**src/sv/kod_pkg.sv**
```systemverilog
package kod_pkg;

	localparam int MAX_ENTRIES = 16;
	localparam int SLOT_W      = (MAX_ENTRIES > 1) ? $clog2(MAX_ENTRIES) : 1;
	localparam int CNT_W       = $clog2(MAX_ENTRIES + 1);
	localparam int KEY_W       = 24;
	localparam int DATA_W      = 32;
	localparam int TYPE_W      = 3;
	localparam int COUNT_OUT_W = 5;

	localparam int IN_TDATA_W  = 64;
	localparam int IN_TUSER_W  = 3;
	localparam int OUT_TDATA_W = 48;

	typedef enum logic [1:0] {
		OP_ADD    = 2'd0,
		OP_REMOVE = 2'd1,
		OP_READ   = 2'd2,
		OP_WRITE  = 2'd3
	} op_t;

	typedef enum logic [2:0] {
		STAT_OK        = 3'd0,
		STAT_NOT_FOUND = 3'd1,
		STAT_DUPLICATE = 3'd2,
		STAT_FULL      = 3'd3,
		STAT_DENIED    = 3'd4
	} status_t;

	typedef enum logic [2:0] {
		TYPE_BOOL    = 3'd0,
		TYPE_INT8    = 3'd1,
		TYPE_UINT8   = 3'd2,
		TYPE_INT16   = 3'd3,
		TYPE_UINT16  = 3'd4,
		TYPE_INT32   = 3'd5,
		TYPE_UINT32  = 3'd6,
		TYPE_FLOAT32 = 3'd7
	} type_code_t;

	// rights: bit 0 read, bit 1 write
	typedef struct packed {
		logic [KEY_W-1:0]  key;
		logic [TYPE_W-1:0] type_code;
		logic [1:0]        rights;
		logic [DATA_W-1:0] data;
	} entry_t;

	typedef struct packed {
		logic              done;
		logic              hit;
		logic [SLOT_W-1:0] hit_slot;
		logic              free_found;
		logic [SLOT_W-1:0] free_slot;
		entry_t            entry;
	} find_t;

	typedef struct packed {
		logic              we;
		logic              set_valid;
		logic              clr_valid;
		logic [SLOT_W-1:0] slot;
		entry_t            entry;
	} upd_t;

	function automatic logic [DATA_W-1:0] type_mask(input logic [TYPE_W-1:0] code);
		logic [DATA_W-1:0] m;
		case (code) inside
			TYPE_BOOL, TYPE_INT8, TYPE_UINT8: m = 32'h0000_00FF;
			TYPE_INT16, TYPE_UINT16:          m = 32'h0000_FFFF;
			default:                          m = 32'hFFFF_FFFF;
		endcase
		return m;
	endfunction

endpackage

```
**src/sv/kod_slot_table.sv**
```systemverilog
module kod_slot_table (
	input  logic                  clk,
	input  logic                  arst_n,
	input  logic                  start,
	input  logic [kod_pkg::KEY_W-1:0] key,
	input  kod_pkg::upd_t         upd,
	output kod_pkg::find_t        find
);
	import kod_pkg::*;

	entry_t            mem [MAX_ENTRIES];
	logic [MAX_ENTRIES-1:0] valid_q;

	logic [CNT_W-1:0]  cnt_q;
	logic              busy_q;
	logic [KEY_W-1:0]  key_q;

	entry_t            rd_s1;
	logic [SLOT_W-1:0] addr_s1;
	logic              rd_vld_s1;

	logic              hit_q;
	logic              free_q;
	logic              done_q;
	logic [SLOT_W-1:0] hit_slot_q;
	logic [SLOT_W-1:0] free_slot_q;
	entry_t            hit_entry_q;

	logic              is_hit;
	logic              is_free;

	assign is_hit  = rd_vld_s1 && valid_q[addr_s1] && (rd_s1.key == key_q);
	assign is_free = rd_vld_s1 && !valid_q[addr_s1] && !free_q;

	// one write port, one read port, read data registered
	always_ff @(posedge clk) begin
		if (upd.we) begin
			mem[upd.slot] <= upd.entry;
		end
		rd_s1 <= mem[cnt_q[SLOT_W-1:0]];
	end

	always_ff @(posedge clk or negedge arst_n) begin
		if (!arst_n) begin
			valid_q <= '0;
		end else begin
			if (upd.set_valid) begin
				valid_q[upd.slot] <= 1'b1;
			end
			if (upd.clr_valid) begin
				valid_q[upd.slot] <= 1'b0;
			end
		end
	end

	// scan sequencer: one slot read per cycle, compare in the cycle after the read
	always_ff @(posedge clk or negedge arst_n) begin
		if (!arst_n) begin
			busy_q    <= 1'b0;
			cnt_q     <= '0;
			rd_vld_s1 <= 1'b0;
			done_q    <= 1'b0;
			hit_q     <= 1'b0;
			free_q    <= 1'b0;
		end else begin
			rd_vld_s1 <= busy_q;
			done_q    <= rd_vld_s1 && (addr_s1 == SLOT_W'(MAX_ENTRIES - 1));
			if (start) begin
				busy_q <= 1'b1;
				cnt_q  <= '0;
				hit_q  <= 1'b0;
				free_q <= 1'b0;
			end else begin
				if (busy_q) begin
					cnt_q <= cnt_q + CNT_W'(1);
					if (cnt_q == CNT_W'(MAX_ENTRIES - 1)) begin
						busy_q <= 1'b0;
					end
				end
				if (is_hit) begin
					hit_q <= 1'b1;
				end
				if (is_free) begin
					free_q <= 1'b1;
				end
			end
		end
	end

	always_ff @(posedge clk) begin
		addr_s1 <= cnt_q[SLOT_W-1:0];
		if (start) begin
			key_q <= key;
		end
		if (is_hit) begin
			hit_slot_q  <= addr_s1;
			hit_entry_q <= rd_s1;
		end
		if (is_free) begin
			free_slot_q <= addr_s1;
		end
	end

	assign find.done       = done_q;
	assign find.hit        = hit_q;
	assign find.hit_slot   = hit_slot_q;
	assign find.free_found = free_q;
	assign find.free_slot  = free_slot_q;
	assign find.entry      = hit_entry_q;

endmodule

```
**src/sv/keyed_object_dictionary_unit.sv**
```systemverilog
// Keyed object dictionary: a table of up to 16 entries addressed by a 16-bit index and an
// 8-bit subindex, each holding a type, read/write rights and a value of up to 32 bits. One
// item in gives one result item out. Every item scans all slots of the slot memory, one
// read per cycle, then applies the operation in one read-modify-write step: the slot table
// reads and compares all 16 slots and hands the outcome to the control, which then applies
// the operation and registers the result. One item is handled at a time; the input is
// ready again in the same cycle as the result appears, so no new item is taken before the
// last one has been applied. A finished result sits in the output register while the next
// item is taken in; the apply step of that next item waits until the result before it has
// been taken.
module keyed_object_dictionary_unit (
	input  logic                               clk,
	input  logic                               arst_n,
	input  logic                               s_axis_tvalid,
	output logic                               s_axis_tready,
	// key_index[15:0], key_subindex[23:16], type_code[26:24], may_read[27],
	// may_write[28], new_value[60:29], zero fill
	input  logic [kod_pkg::IN_TDATA_W-1:0]     s_axis_tdata,
	// operation[1:0], has_value[2]
	input  logic [kod_pkg::IN_TUSER_W-1:0]     s_axis_tuser,
	output logic                               m_axis_tvalid,
	input  logic                               m_axis_tready,
	// success[0], status[3:1], read_value[35:4], entry_count[40:36], zero fill
	output logic [kod_pkg::OUT_TDATA_W-1:0]    m_axis_tdata
);
	import kod_pkg::*;

	typedef enum logic [2:0] {
		S_IDLE   = 3'b001,
		S_SEARCH = 3'b010,
		S_EXEC   = 3'b100
	} state_t;

	state_t            state_q;
	logic [CNT_W-1:0]  count_q;

	op_t               op_q;
	logic [KEY_W-1:0]  key_q;
	logic [TYPE_W-1:0] type_q;
	logic              rd_q;
	logic              wr_q;
	logic [DATA_W-1:0] val_q;
	logic              has_q;

	logic              out_valid_q;
	logic              out_success_q;
	status_t           out_status_q;
	logic [DATA_W-1:0] out_read_value_q;
	logic [COUNT_OUT_W-1:0] out_count_q;

	find_t             find;
	upd_t              upd;
	logic              in_fire;
	logic              exec_go;
	logic [KEY_W-1:0]  in_key;

	status_t           status;
	logic [DATA_W-1:0] rval;
	logic [CNT_W-1:0]  count_nxt;

	assign s_axis_tready = (state_q == S_IDLE);
	assign in_fire       = s_axis_tvalid && s_axis_tready;
	assign in_key        = {s_axis_tdata[15:0], s_axis_tdata[23:16]};
	assign exec_go       = (state_q == S_EXEC) && (!out_valid_q || m_axis_tready);

	kod_slot_table u_table (
		.clk    (clk),
		.arst_n (arst_n),
		.start  (in_fire),
		.key    (in_key),
		.upd    (upd),
		.find   (find)
	);

	// apply the operation to the found or free slot
	always_comb begin
		status    = STAT_OK;
		rval      = '0;
		count_nxt = count_q;
		upd       = '0;
		upd.slot  = find.hit_slot;
		upd.entry = find.entry;
		if (op_q == OP_ADD) begin
			if (find.hit) begin
				status = STAT_DUPLICATE;
			end else if (!find.free_found) begin
				status = STAT_FULL;
			end else begin
				upd.we              = exec_go;
				upd.set_valid       = exec_go;
				upd.slot            = find.free_slot;
				upd.entry.key       = key_q;
				upd.entry.type_code = type_q;
				upd.entry.rights    = {wr_q, rd_q};
				upd.entry.data      = has_q ? (val_q & type_mask(type_q)) : '0;
				count_nxt           = count_q + CNT_W'(1);
			end
		end else if (!find.hit) begin
			status = STAT_NOT_FOUND;
		end else begin
			case (op_q)
				OP_REMOVE: begin
					upd.clr_valid = exec_go;
					count_nxt     = count_q - CNT_W'(1);
				end
				OP_READ: begin
					if (find.entry.rights[0]) begin
						rval = find.entry.data & type_mask(find.entry.type_code);
					end else begin
						status = STAT_DENIED;
					end
				end
				default: begin
					if (find.entry.rights[1] && has_q) begin
						upd.we         = exec_go;
						upd.entry.data = val_q & type_mask(find.entry.type_code);
					end else begin
						status = STAT_DENIED;
					end
				end
			endcase
		end
	end

	always_ff @(posedge clk or negedge arst_n) begin
		if (!arst_n) begin
			state_q     <= S_IDLE;
			count_q     <= '0;
			out_valid_q <= 1'b0;
		end else begin
			if (exec_go) begin
				out_valid_q <= 1'b1;
			end else if (m_axis_tready) begin
				out_valid_q <= 1'b0;
			end
			unique case (state_q)
				S_IDLE: begin
					if (in_fire) begin
						state_q <= S_SEARCH;
					end
				end
				S_SEARCH: begin
					if (find.done) begin
						state_q <= S_EXEC;
					end
				end
				S_EXEC: begin
					if (exec_go) begin
						state_q <= S_IDLE;
						count_q <= count_nxt;
					end
				end
				default: begin
					state_q <= S_IDLE;
				end
			endcase
		end
	end

	always_ff @(posedge clk) begin
		if (in_fire) begin
			op_q   <= op_t'(s_axis_tuser[1:0]);
			has_q  <= s_axis_tuser[2];
			key_q  <= in_key;
			type_q <= s_axis_tdata[26:24];
			rd_q   <= s_axis_tdata[27];
			wr_q   <= s_axis_tdata[28];
			val_q  <= s_axis_tdata[60:29];
		end
		if (exec_go) begin
			out_success_q    <= (status == STAT_OK);
			out_status_q     <= status;
			out_read_value_q <= rval;
			out_count_q      <= COUNT_OUT_W'(count_nxt);
		end
	end

	assign m_axis_tvalid = out_valid_q;
	assign m_axis_tdata  = {7'd0, out_count_q, out_read_value_q, out_status_q, out_success_q};

	a_count_bound: assert property (@(posedge clk) disable iff (!arst_n)
		count_q <= CNT_W'(MAX_ENTRIES))
		else $error("entry count above table size");

	a_success_status: assert property (@(posedge clk) disable iff (!arst_n)
		out_valid_q |-> (out_success_q == (out_status_q == STAT_OK)))
		else $error("success flag disagrees with status");

	a_fail_no_value: assert property (@(posedge clk) disable iff (!arst_n)
		(out_valid_q && !out_success_q) |-> (out_read_value_q == '0))
		else $error("failed item carries a read value");

	a_done_in_search: assert property (@(posedge clk) disable iff (!arst_n)
		find.done |-> (state_q == S_SEARCH))
		else $error("scan finished outside search");

	a_one_slot_change: assert property (@(posedge clk) disable iff (!arst_n)
		(upd.we || upd.set_valid || upd.clr_valid) |-> exec_go)
		else $error("slot table changed outside execute step");

endmodule

```
**config.mk**
```make
export PLATFORM = sky130hd
export DESIGN_NAME = keyed_object_dictionary_unit
export DESIGN_NICKNAME = d
export VERILOG_FILES = /design/src/sv/kod_pkg.sv /design/src/sv/kod_slot_table.sv /design/src/sv/keyed_object_dictionary_unit.sv
export SDC_FILE = /design/constraint.sdc
export NUM_CORES = 1
export LEC_CHECK = 0
export BUFFER_PORTS_ARGS = -buffer_cell sky130_fd_sc_hd__buf_2
export CORE_MARGIN = 2
export CORE_UTILIZATION = 61
export DETAILED_ROUTE_END_ITERATION = 6
export GPL_ROUTABILITY_DRIVEN = 0
export PLACE_DENSITY = 0.88
export REMOVE_ABC_BUFFERS = 1
export SETUP_SLACK_MARGIN = 0.1
export SKIP_CTS_REPAIR_TIMING = 1
export SLEW_MARGIN = 15
export SYNTH_ARGS = -nofsm -noshare
export SYNTH_HDL_FRONTEND = slang
export SYNTH_HIERARCHICAL = 1
export SYNTH_SLANG_ARGS = --single-unit
```
**constraint.sdc**
```tcl
create_clock -name clk -period 14.5 [get_ports clk]
set_clock_uncertainty 0.2 [all_clocks]
set_input_delay 2.9 -clock clk [delete_from_list [all_inputs] [get_ports clk]]
set_output_delay 2.9 -clock clk [all_outputs]
set_load 0.01 [all_outputs]
```
==> run metrics <==
CTS root buf clkbuf_16; Non-Filler Instances 3385; Max rail drop VDD 0.000121 V; height of the die 284 um; final-layout setup total negative slack 0 ns; number of placed instances, taps included 3165; Core Rows 102; endpoint of the lowest-slack register-to-register path u_table/mem[10][14]$_DFFE_PP_; floorplan die width 284 um; vias post-DR 23900; EDFF count, synth 1174; end-of-flow core utilization 0.684; vias per inst 7.06; CP arrival 6.36 ns; 1st-pass router iterations 6; sort of element at the start of the critical path flip-flop; slack of the worst reg-to-reg path 8.24 ns; slowest stage cell, crit path nor2_4; later-pin clock latency in the skew report 0.69 ns; areal power density over the cells 181 nW/um2; Cell Chain, Critical Path inv_1 > ha_1 > buf_4 > nand3b_1 > buf_4 > nand2_1 > nand2_1 > nor2b_1 > nand2_1 > nor2_4 > buf_4; cell count of the worst hold path 0; fraction of registers with async set or reset after synthesis 0.0275; Detailed Place HPWL 58.4 mm; final number of setup-violating endpoints 0; origin of the worst min-delay path u_table/rd_s1[31]$_DFF_P_; buffers from clock root to sink, at most 3; LEAKAGE 0.0172 uW; final global-route overflow total 0; count of state elements after synthesis 1274; floorplan core area 77600 um2; Mapped Area 47800 um2; number of CTS-inserted buffers 116; source of the worst register-to-register timing path op_q[0]$_DFFE_PP_; critical path class reg -> reg; TritonCTS sink count 1274; Max Cap Viol 0; drc violations 0; data required time of the critical path 14.60 ns; post-synthesis instance total 2077; Setup WS pre-CTS 8.14 ns; port bufs 110; syn_area_per_cell 23.0 um2; Primary FF master, synth edfxtp_1; hold crit path type reg -> reg; fmax 160 MHz; number of levels the H-tree was split into 3; CP top delay family simple AND/OR/NAND/NOR gates; number of global-route vias before repair 24700; wire length per cell 36.8 um; ant diodes 0; area grow syn2layout 11.0%; result of the run completed; Max-slew headroom 0.149; R2R cell count 11; violation count after the first detailed-route iteration 4632; number of nets in the layout 2325; min setup slack post-route 8.24 ns; Critical path buffers and inverters 4; Critical Path End Type flip-flop; initial antenna violation count 1; synth unique cells 53; clock period minus final worst setup slack 6.26 ns; share of the synthesized area in the top cell type 0.737; CTS tree yes; Total GRT Usage 0.310; endpoint with the worst hold slack u_table/find[31]$_DFFE_PP_; highest cell delay on the worst timing path 1.06 ns; sequential area share after synthesis 0.783; maximum number of pins on one net before global-route repair 77; starting density of the core 0.616; part of the cycle the worst path needs 0.432; final count of pins violating max slew 0; RSZ-0062 raised after global routing false; count of warnings emitted by yosys 6; fraction of final layout cells with drive strength greater than 1 0.256; die outline area 80600 um2; actual slew at the worst max-slew pin 1.27 ns; library cell with the largest summed area after synthesis edfxtp_1; total power 9600 uW; boundary pin count 121; clk slew on worst S/H paths 0.06 ns; number of nets with antenna violations after routing 0; highest fanout seen on the critical path 38; final routed wirelength across all metal layers 125 mm; Final Hold Fails 0; synth top area cells edfxtp_1 74%, mux4_2 12%, mux4_1 3.2%; global-route wire length before repair 177 mm
[logic make-up after synthesis]
kind of cell | count (synthesis) | synth area share
buffers and inverters | 117 | 0.0199
other | 1 | 0.0000784
DFF | 1274 | 0.783
AOI/OAI and AO/OA | 91 | 0.0137
adders and majority gates | 7 | 0.00183
and+or+nand+nor | 238 | 0.0241
muxes | 314 | 0.151
xor gates and xnor gates | 35 | 0.00641
[area by class of cell]
cell class | instances | area [um2]
Inverter | 10 | 37.5
Clock buffer | 160 | 3210
Multi-Input combinational cell | 692 | 9580
Sequential cell | 1274 | 37400
Clock inverter | 56 | 603
Fill cell | 4282 | 24500
Timing Repair Buffer | 153 | 926
Tap cell | 1040 | 1300
[cell usage in the layout, fill, tap and decap left out, types with 4 or more instances in the layout]
master / instances
conb_1: 7
buf_2: 110
nand2_1: 115
nor2_4: 12
bufinv_16: 12
nor3_2: 4
clkinv_1: 18
nand3_1: 6
buf_4: 40
xor2_1: 5
edfxtp_1: 1174
xnor2_1: 30
clkbuf_16: 118
dfrtp_1: 30
ha_1: 7
dfxtp_1: 65
clkbuf_8: 10
clkinv_2: 17
a21oi_1: 20
mux2i_1: 4
clkbuf_1: 32
mux4_2: 250
a31oi_1: 21
and3_1: 6
mux4_1: 59
inv_1: 9
a22o_1: 32
o21ai_0: 4
nor2b_1: 7
nor3b_1: 4
nand4_1: 12
nor2_1: 17
nand2b_1: 5
and2_1: 32
[state kept, by name, indices dropped and copies added (netlist names), 5 cells and up]
name,flops
u_table/key_q,24
u_table/rd_s1,61
u_table/mem,976
val_q,32
key_q,24
out_read_value_q,32
count_q,5
u_table/valid_q,16
u_table/find,61
u_table/cnt_q,5
out_count_q,5
[worst max path at each step]
stage	cells after the start	slack [ns]	startpoint	endpoint
4_1_cts	11	8.47	op_q[0]$_DFFE_PP_	u_table/mem[10][11]$_DFFE_PP_
5_1_grt	11	8.31	op_q[0]$_DFFE_PP_	u_table/mem[10][14]$_DFFE_PP_
6_report	11	8.24	op_q[0]$_DFFE_PP_	u_table/mem[10][14]$_DFFE_PP_
3_3_place_gp	7	8.33	m_axis_tready	u_table/mem[11][14]$_DFFE_PP_
3_5_place_dp	7	8.14	m_axis_tready	u_table/mem[11][15]$_DFFE_PP_
2_1_floorplan	2	4.13	u_table/cnt_q[0]$_DFFE_PN0P_	u_table/rd_s1[0]$_DFF_P_
[metrics by stage]
step           hold slack, ns  area (um2)
4_1_cts                 0.205       53000
2_1_floorplan           0.186       46900
3_3_place_gp            0.188       49200
5_1_grt                 0.208       53100
6_report                0.208       53100
3_5_place_dp            0.189       49200
[routing by layer]
metal / global-route usage / part of all wire
met3: 0.0744 / 0.13
met2: 0.505 / 0.50
met5: 0 / 0.000088
met4: 0.148 / 0.047
met1: 0.401 / 0.32
[Yosys cell counts, types with 3 or more instances]
library cell,instances
nand3_1,6
xnor2_1,30
nand2b_1,5
xor2_1,5
nor3_1,6
buf_2,9
nor2_1,30
o21ai_0,5
clkbuf_1,20
dfxtp_1,65
and2_1,34
buf_12,4
a31oi_1,21
clkbuf_8,15
nor2b_1,7
nand2_1,115
and3_1,7
nand3b_1,3
dfrtp_1,34
inv_1,10
nor3b_1,4
a22o_1,32
edfxtp_1,1174
nand4_1,12
mux4_1,59
ha_1,7
buf_4,14
a21oi_1,20
a211oi_1,3
mux2i_1,4
buf_1,15
buf_6,28
mux4_2,250
[report_power, final]
group | total [uW] | switching, uW | internal, uW
Clock | 3120 | 1360 | 1760
Sequential | 4590 | 217 | 4370
Combinational | 1890 | 1000 | 884
Total | 9600 | 2580 | 7010
No activity file was read; power rests on OpenSTA's default activity.
